`config.mk`:
```
export PLATFORM = sky130hd
export DESIGN_NAME = modular_exponentiation
export DESIGN_NICKNAME = d
export VERILOG_FILES = /design/src/rtl/core/mexp_pkg.sv /design/src/rtl/core/mexp_mulmod.sv /design/src/rtl/core/modular_exponentiation.sv
export SDC_FILE = /design/constraint.sdc
export NUM_CORES = 1
export LEC_CHECK = 0
export BUFFER_PORTS_ARGS = -buffer_cell sky130_fd_sc_hd__buf_2
export CAP_MARGIN = 20
export CORE_MARGIN = 2
export CORE_UTILIZATION = 27
export DETAILED_ROUTE_END_ITERATION = 6
export GPL_TIMING_DRIVEN = 0
export MAX_ROUTING_LAYER = met4
export PLACE_DENSITY = 0.44
export SLEW_MARGIN = 20
export SYNTH_ARGS = -nofsm -noshare
export SYNTH_HDL_FRONTEND = slang
export SYNTH_SLANG_ARGS = --single-unit
```
`constraint.sdc`:
```
create_clock -name clk -period 6.8 [get_ports clk]
set_input_delay 0 -clock clk [delete_from_list [all_inputs] [get_ports clk]]
set_output_delay 0 -clock clk [all_outputs]
set_load 0.1 [all_outputs]
```
`src/rtl/core/mexp_pkg.sv`:
```
// package for the modular exponentiation block
// sequencer state type and shared width constants; no dependencies
package mexp_pkg;

	localparam int MOD_WIDTH_DEF = 31;
	localparam int EXP_WIDTH_DEF = 32;
	localparam int BASE_WIDTH    = 32;

	typedef enum logic [2:0] {
		ST_IDLE,
		ST_SETUP,
		ST_WAIT_RED,
		ST_BIT,
		ST_WAIT_MUL,
		ST_WAIT_SQR,
		ST_DONE
	} state_t;

endpackage

```
`src/rtl/core/mexp_mulmod.sv`:
```
// shared modular multiplier: interleaved shift-add with reduction, one multiplier bit per cycle
// depends on mexp_pkg
module mexp_mulmod #(
	parameter int MOD_WIDTH = mexp_pkg::MOD_WIDTH_DEF
) (
	input  logic                              clk,
	input  logic                              arst_n,
	input  logic                              start,
	input  logic [MOD_WIDTH-1:0]              op_a,
	input  logic [mexp_pkg::BASE_WIDTH-1:0]   op_b,
	input  logic [MOD_WIDTH-1:0]              modulus,
	output logic                              done,
	output logic [MOD_WIDTH-1:0]              product
);
	import mexp_pkg::*;

	localparam int CNT_W = $clog2(BASE_WIDTH);

	logic [MOD_WIDTH-1:0]  a_q;
	logic [BASE_WIDTH-1:0] b_q;
	logic [MOD_WIDTH-1:0]  m_q;
	logic [MOD_WIDTH-1:0]  r_q;
	logic [CNT_W-1:0]      cnt_q;
	logic                  run_q;
	logic                  done_q;

	logic [MOD_WIDTH:0]    m_ext;
	logic [MOD_WIDTH:0]    dbl;
	logic [MOD_WIDTH:0]    red1;
	logic [MOD_WIDTH:0]    sum;
	logic [MOD_WIDTH:0]    red2;
	logic [MOD_WIDTH-1:0]  r_nxt;

	always_comb begin
		m_ext = {1'b0, m_q};
		dbl   = {r_q, 1'b0};
		red1  = (dbl >= m_ext) ? dbl - m_ext : dbl;
		sum   = red1 + (b_q[BASE_WIDTH-1] ? {1'b0, a_q} : {(MOD_WIDTH+1){1'b0}});
		red2  = (sum >= m_ext) ? sum - m_ext : sum;
		r_nxt = red2[MOD_WIDTH-1:0];
	end

	always_ff @(posedge clk or negedge arst_n) begin
		if (!arst_n) begin
			run_q  <= 1'b0;
			done_q <= 1'b0;
			cnt_q  <= '0;
		end else if (start) begin
			run_q  <= 1'b1;
			done_q <= 1'b0;
			cnt_q  <= CNT_W'(BASE_WIDTH - 1);
		end else if (run_q) begin
			done_q <= (cnt_q == '0);
			if (cnt_q == '0) begin
				run_q <= 1'b0;
			end else begin
				cnt_q <= cnt_q - 1'b1;
			end
		end else begin
			done_q <= 1'b0;
		end
	end

	always_ff @(posedge clk) begin
		if (start) begin
			a_q <= op_a;
			b_q <= op_b;
			m_q <= modulus;
			r_q <= '0;
		end else if (run_q) begin
			r_q <= r_nxt;
			b_q <= b_q << 1;
		end
	end

	assign done    = done_q;
	assign product = r_q;

endmodule

```
`src/rtl/core/modular_exponentiation.sv`:
```
// a transaction runs from the accepting edge through setup and a reduction of the base, then,
// for each exponent bit up to the highest set one, a multiply if the bit is set and a square;
// a zero exponent or zero modulus goes from setup straight to done
// throughput: one transaction at a time, busy stays high through the done strobe
// each modular product holds the shared shift-add multiplier until its done strobe
// the result is shown for one cycle with done, no stall; async active-low arst_n resets to idle
module modular_exponentiation #(
	parameter int MOD_WIDTH = mexp_pkg::MOD_WIDTH_DEF,
	parameter int EXP_WIDTH = mexp_pkg::EXP_WIDTH_DEF
) (
	input  logic                            clk,
	input  logic                            arst_n,
	input  logic                            start,
	output logic                            busy,
	input  logic [mexp_pkg::BASE_WIDTH-1:0] base_value,
	input  logic [EXP_WIDTH-1:0]            exponent,
	input  logic [MOD_WIDTH-1:0]            modulus,
	output logic                            done,
	output logic [MOD_WIDTH-1:0]            power_result
);
	import mexp_pkg::*;

	state_t                state_q;
	state_t                state_nxt;

	logic [BASE_WIDTH-1:0] base_q;
	logic [EXP_WIDTH-1:0]  exp_q;
	logic [MOD_WIDTH-1:0]  m_q;
	logic [MOD_WIDTH-1:0]  acc_q;
	logic [MOD_WIDTH-1:0]  run_q;
	logic [MOD_WIDTH-1:0]  res_q;

	logic                  mul_start;
	logic [MOD_WIDTH-1:0]  mul_a;
	logic [BASE_WIDTH-1:0] mul_b;
	logic                  mul_done;
	logic [MOD_WIDTH-1:0]  mul_product;
	logic [MOD_WIDTH-1:0]  one_red;

	assign one_red = (m_q == MOD_WIDTH'(1)) ? '0 : MOD_WIDTH'(1);

	mexp_mulmod #(
		.MOD_WIDTH(MOD_WIDTH)
	) u_mulmod (
		.clk     (clk),
		.arst_n  (arst_n),
		.start   (mul_start),
		.op_a    (mul_a),
		.op_b    (mul_b),
		.modulus (m_q),
		.done    (mul_done),
		.product (mul_product)
	);

	always_comb begin
		state_nxt = state_q;
		case (state_q)
			ST_IDLE: begin
				if (start) state_nxt = ST_SETUP;
			end
			ST_SETUP: begin
				if (exp_q == '0 || m_q == '0) state_nxt = ST_DONE;
				else state_nxt = ST_WAIT_RED;
			end
			ST_WAIT_RED: begin
				if (mul_done) state_nxt = ST_BIT;
			end
			ST_BIT: begin
				if (exp_q == '0) state_nxt = ST_DONE;
				else if (exp_q[0]) state_nxt = ST_WAIT_MUL;
				else state_nxt = ST_WAIT_SQR;
			end
			ST_WAIT_MUL: begin
				if (mul_done) state_nxt = ST_WAIT_SQR;
			end
			ST_WAIT_SQR: begin
				if (mul_done) state_nxt = ST_BIT;
			end
			ST_DONE: begin
				state_nxt = ST_IDLE;
			end
			default: begin
				state_nxt = ST_IDLE;
			end
		endcase
	end

	always_comb begin
		mul_start = 1'b0;
		mul_a     = run_q;
		mul_b     = BASE_WIDTH'(run_q);
		busy      = (state_q != ST_IDLE);
		done      = (state_q == ST_DONE);
		case (state_q)
			ST_SETUP: begin
				mul_a     = one_red;
				mul_b     = base_q;
				mul_start = (exp_q != '0) && (m_q != '0);
			end
			ST_BIT: begin
				mul_start = (exp_q != '0);
				if (exp_q[0]) begin
					mul_a = acc_q;
				end
			end
			ST_WAIT_MUL: begin
				mul_start = mul_done;
			end
			default: begin
				mul_start = 1'b0;
			end
		endcase
	end

	always_ff @(posedge clk or negedge arst_n) begin
		if (!arst_n) begin
			state_q <= ST_IDLE;
		end else begin
			state_q <= state_nxt;
		end
	end

	always_ff @(posedge clk) begin
		case (state_q)
			ST_IDLE: begin
				if (start) begin
					base_q <= base_value;
					exp_q  <= exponent;
					m_q    <= modulus;
					acc_q  <= MOD_WIDTH'(1);
				end
			end
			ST_SETUP: begin
				if (exp_q == '0) res_q <= MOD_WIDTH'(1);
				else if (m_q == '0) res_q <= '0;
			end
			ST_WAIT_RED: begin
				if (mul_done) run_q <= mul_product;
			end
			ST_BIT: begin
				if (exp_q == '0) res_q <= acc_q;
			end
			ST_WAIT_MUL: begin
				if (mul_done) acc_q <= mul_product;
			end
			ST_WAIT_SQR: begin
				if (mul_done) begin
					run_q <= mul_product;
					exp_q <= exp_q >> 1;
				end
			end
			default: begin
				res_q <= res_q;
			end
		endcase
	end

	assign power_result = res_q;

endmodule

```
# Word-level counts from Yosys, hierarchy flattened
# Index checks and enable logic that the tools add are counted.
# op_classes
n_addsub	4
magnitude_cmp	2
n_eq_ne	14
muxes	35
n_reduce_logical	21
# op_table
cell	count
2-to-1 mux 31 bit	8
2-to-1 mux 32 bit	6
one-hot mux 31 bit (2 select lines)	3
greater-or-equal comparator 32 x 31 -> 1 bit	2
one-hot mux 32 bit (2 select lines)	1
adder 32 x 31 -> 32 bit	1
logical NOT 32 bit	1
nonzero test 32 bit	1
subtractor 32 x 31 -> 32 bit	1
equality test 31 x 1 -> 1 bit, second input constant	1
logical NOT 31 bit	1
nonzero test 31 bit	1
subtractor 31 bit	1
2-to-1 mux 5 bit	3
one-hot mux 3 bit (5 select lines)	1
2-to-1 mux 3 bit	4
AND reduction 3 bit	4
equality test 3 bit, second input constant	3
nonzero test 2 bit	4
2-to-1 mux 1 bit	7
equality test 3 x 2 -> 1 bit, second input constant	2
inequality test 2 x 1 -> 1 bit, second input constant	3
inequality test 2 bit, second input constant	3
AND reduction 2 bit	3
other kinds (11)	11
# totals
ff_bits	323
inputBits	98
out_inout_bits	33
word_cells	90

# Logic depth before layout (Yosys ltp)
# depth
word_depth	5
ltp_mapped	35
depth_no_buf	31

# Cells and area by module
# A second synthesis with hierarchy kept.
# hier_totals
cells_unflattened	1540
hier_area_um2	17825.8
# modules_own_cells
mod	instances	cells_each	area_per_inst_um2	seq_area_each_um2
mexp_mulmod	1	1099	10238.6	3618.5
modular_exponentiation	1	441	7587.3	5720.5

# Worst setup path before layout
# No wires, ideal clock.
# synth_path
path_type	flip-flop to flip-flop
start	register u_mulmod.m_q[0]
end	register u_mulmod.r_q[15] (netlist: u_mulmod.product[15])
arrival_ns	6.583
slack_ns	0.101
stages_incl_launch_ff	33
path_buffers	5
cell_sequence	edfxtp_1 inv_1 fa_1 a211oi_1 o211ai_2 nand2_1 o31ai_2 o21a_1 clkbuf_1 clkbuf_1 mux2_2 ha_1 clkbuf_1 nand3_1 nor3_1 a41oi_1 o31a_1 a211oi_1 o21ai_0 a221oi_1 ha_1 nand4_1 nor4_1 a32oi_1 nand4b_1 nand3_1 o211a_1 or4b_4 and2_1 clkbuf_1 buf_6 o31a_1 o211a_1
# synth_via
elab_chain_cells	5
word_cells_on_any_way	7
# synth_rtl
element	line_no	text
start, declared	mexp_mulmod.sv:21	logic [MOD_WIDTH-1:0] m_q;
start signal, assigned	mexp_mulmod.sv:68	m_q <= modulus;
subtractor 32 x 31 -> 32 bit or greater-or-equal comparator 32 x 31 -> 1 bit (tied branches)	mexp_mulmod.sv:37	red1 = (dbl >= m_ext) ? dbl - m_ext : dbl;
2-to-1 mux 32 bit	mexp_mulmod.sv:37	
adder 32 x 31 -> 32 bit	mexp_mulmod.sv:38	sum = red1 + (b_q[BASE_WIDTH-1] ? {1'b0, a_q} : {(MOD_WIDTH+1){1'b0}});
subtractor 31 bit or greater-or-equal comparator 32 x 31 -> 1 bit (tied branches)	mexp_mulmod.sv:39	red2 = (sum >= m_ext) ? sum - m_ext : sum;
2-to-1 mux 31 bit *	mexp_mulmod.sv:39	
end signal, assigned	mexp_mulmod.sv:71	r_q <= r_nxt;
end, declared	mexp_mulmod.sv:22	logic [MOD_WIDTH-1:0] r_q;
# Mark *: on every way between the ends. The rest lies on a longest branch, timed or not.
# A chain may end at the register's enable or synchronous reset.

# Final worst setup path
# layout_path
start	register u_mulmod.m_q[4]
end	register u_mulmod.r_q[15] (netlist: u_mulmod.product[15])
# Same word-level chain as after synthesis.

==> run_results.csv <==
group,metric,value,unit
route,remaining_drc_errors,0,
timing,finClkSkew,15.70,ps
logic_synthesis,synth_top_area_cell,"edfxtp_1",
logic_synthesis,ys_types,75,
cells_and_area,area_delta_synth_final,32.11,%
clock_tree,worstSkewPairLatency,580,ps
logic_synthesis,syn_area,0.01804,sq mm
route,wl_per_cell,19.63,um
critical_path,crit_type,"register to register",
logic_synthesis,synth_top_family_by_area,"simple AND/OR/NAND/NOR gates",
critical_path,slowest_stage,"or4b_4",
critical_path,worst-path-buf-inv,3,
timing,period_minus_slack,6832,ps
critical_path,end_kind,"register",
logic_synthesis,yosysWarnings,0,
logic_synthesis,synth_xor_area_share,3.738,%
logic_synthesis,synth_common_cells,"edfxtp_1 (282), nand2_1 (227), a21oi_1 (161)",
logic_synthesis,synthArstFlopShare,3.096,%
cells_and_area,fillers,6604,
logic_synthesis,syn_nets,1985,
floorplanning,num_rows,94,
timing,max_slew.worst_pin.slew,1192,ps
worst_hold_path,worstHoldPathType,"input pin to register",
grt,gr-total-overflow,0,
cells_and_area,multi_input_area,0.009072,sq mm
clock_tree,numCtsBuffers,41,
logic_synthesis,ys.flop_type,"edfxtp_1",
clock_tree,htreeDepth,2,
logic_synthesis,ys_ff_latch,323,
route,drt_pass1_iterations,6,
critical_path,cp.required,7260,ps
floorplanning,die_h,262.5,um
timing,finalSetupViolCount,2,
clock_tree,cts_tree,"yes",
route,dr_total_vias,14510,
grt,grt_pass1_wl,87170,um
timing,rsz0062_at_grt,"true",
run,maxCapViolCount,0,
critical_path,worstPathMaxFanout,7,
critical_path,cp_top_family,"compound AO/OA/AOI/OAI gates",
cells_and_area,final_area,0.02383,sq mm
cells_and_area,diodes,0,
floorplanning,core_area,0.06598,sq mm
place,place_hpwl,44200,um
timing,hold_viol_final,0,
clock_tree,clkTransAtPathRegs,60,ps
logic_synthesis,ys_seq_area_share,51.77,%
route,avgViaCountPerCell,4.834,
critical_path,cp_data_arrival_time,7290,ps
logic_synthesis,synthMuxAreaShare,1.685,%
timing,fin_crit_sh,100.5,%
logic_synthesis,synth_simple_gate_area_share,16.19,%
outcome,violations,"setup timing",
grt,track_usage,17.02,%
clock_tree,ctsLongestPathBuffers,3,
route,antenna_left,0,
clock_tree,cts_num_sinks,323,
clock_tree,cts_root_buf,"clkbuf_16",
timing,slew_viol_final,0,
route,drt_iter0_drc,984,
logic_synthesis,synthAdderAreaFrac,6.922,%
floorplanning,fp.dieArea,0.06890,sq mm
floorplanning,start_util,27.34,%
place,place_area,0.01990,sq mm
cells_and_area,nets,2302,
logic_synthesis,syn_inst,1789,
cells_and_area,seqCellArea,0.009358,sq mm
logic_synthesis,syn_avg_cell_area,10.08,sq um
route,drt_wl_total,58930,um
logic_synthesis,synth-compound-area-share,15.94,%
logic_synthesis,synth.area.top_cells,"edfxtp_1 (47%), ha_1 (6.6%), nand2_1 (4.7%), a21oi_1 (4.5%), o21ai_0 (4.2%)",
place,place_congestion,0.8622,
logic_synthesis,yosysMostFrequentCell,"edfxtp_1",
timing,slew_headroom,20.50,%
critical_path,cp_common_cell,"ha_4",
cells_and_area,drive_gt1_share,21.33,%
floorplanning,io_pins,131,
place,port_buffers,130,
timing,fmax,0.1464,GHz
grt,grt_pass1_vias,14380,
logic_synthesis,synth_edf_count,282,
critical_path,critPathMaxStageDelay,530,ps
grt,antenna_found_initial,0,
floorplanning,die_x,262.5,um
grt,grt_max_degree,34,
outcome,outcome,"finished, violations left",
critical_path,startpoint_type,"register",
timing,fin_ws,-31.67,ps
logic_synthesis,synth_top_area_share,46.94,%
## cells by family after synthesis
family,count (synthesis)
AND/OR/NAND/NOR,604
AO/OA/AOI/OAI,481
flip-flops,323
buffers and inverters,177
adder cells (fa/ha/maj),98
XOR/XNOR,77
multiplexers,29
## placed cells by master (no fill, tap or decap), types with 50 or more instances in the layout
cell type and instances:
dlygate4sd3_1 98, and2_1 68, o21ai_0 145, nor2_1 94, nand2_1 223, buf_2 130
inv_1 77, edfxtp_1 282, a21oi_1 137, clkbuf_1 60, buf_4 50
## state kept, by name, indices dropped and copies added (netlist names)
name,cells
acc_q,31
base_q,32
exp_q,32
m_q,31
power_result,31
run_q,31
state_q,3
u_mulmod.a_q,31
u_mulmod.b_q,32
u_mulmod.cnt_q,5
u_mulmod.done,1
u_mulmod.m_q,31
u_mulmod.product,31
u_mulmod.run_q,1
## layer usage
layer | track usage, % | vias to the layer above | wire length (um)
li1 | - | 7156 | -
met1 | 23.06 | 6970 | 28590
met2 | 26.65 | 312 | 26830
met3 | 2.343 | 75 | 2113
met4 | 4.706 | 0 | 1388
met5 | - | - | 0
## path summary, 6_finish.rpt
kind,to,from,cells after the start,slack (ps)
worst max register to register,u_mulmod.product[15],u_mulmod.m_q[4],33,-30
worst max-delay path,u_mulmod.product[15],u_mulmod.m_q[4],33,-30
min in group asynchronous,u_mulmod.cnt_q[3],arst_n,3,490
worst min register to register,u_mulmod.m_q[21],m_q[21],0,450
max in group asynchronous,state_q[0],arst_n,3,5950
worst min-delay path,m_q[24],modulus[24],2,140
## repair_timing
| action | 4_1_cts | 5_1_grt |
|---|---|---|
| hold endpoints to repair | 118 | 0 |
| endpoints found under the setup margin | 31 | 31 |
| setup buffers | 31 | 20 |
| gates cloned | 1 | 0 |
| hold buffers | 98 | 0 |
| pin swaps | 50 | 55 |
| resized for setup | 143 | 96 |
## metrics by stage
stage | worst slack [ps] | hold WS [ps] | instances | setup TNS (ps) | utilization, %
global route | -312.6 | 118.7 | 3002 | -7324 | 36.12
floorplan | 101.3 | -295.6 | 1789 | 0 | -
finish | -31.67 | 135.1 | 3002 | -39.89 | 36.12
CTS | -107.0 | 94.84 | 2985 | -1049 | 35.20
global placement | -2185 | -106.6 | 2783 | -78900 | 29.97
detailed placement | -2202 | -95.76 | 2788 | -64610 | 30.16
## cell type report
type,count,area share (%)
repair buffers,285,9.004
clock buffers,48,4.546
flip-flops and latches,323,39.26
inverters,93,1.486
plain buffers,73,1.522
clock inverters,27,1.575
well taps,864,4.536
multi-input cells,1289,38.07
Power is left out: the tool's default activity adds up to more than one toggle a clock period on the data nets, which glitch-free logic cannot reach.
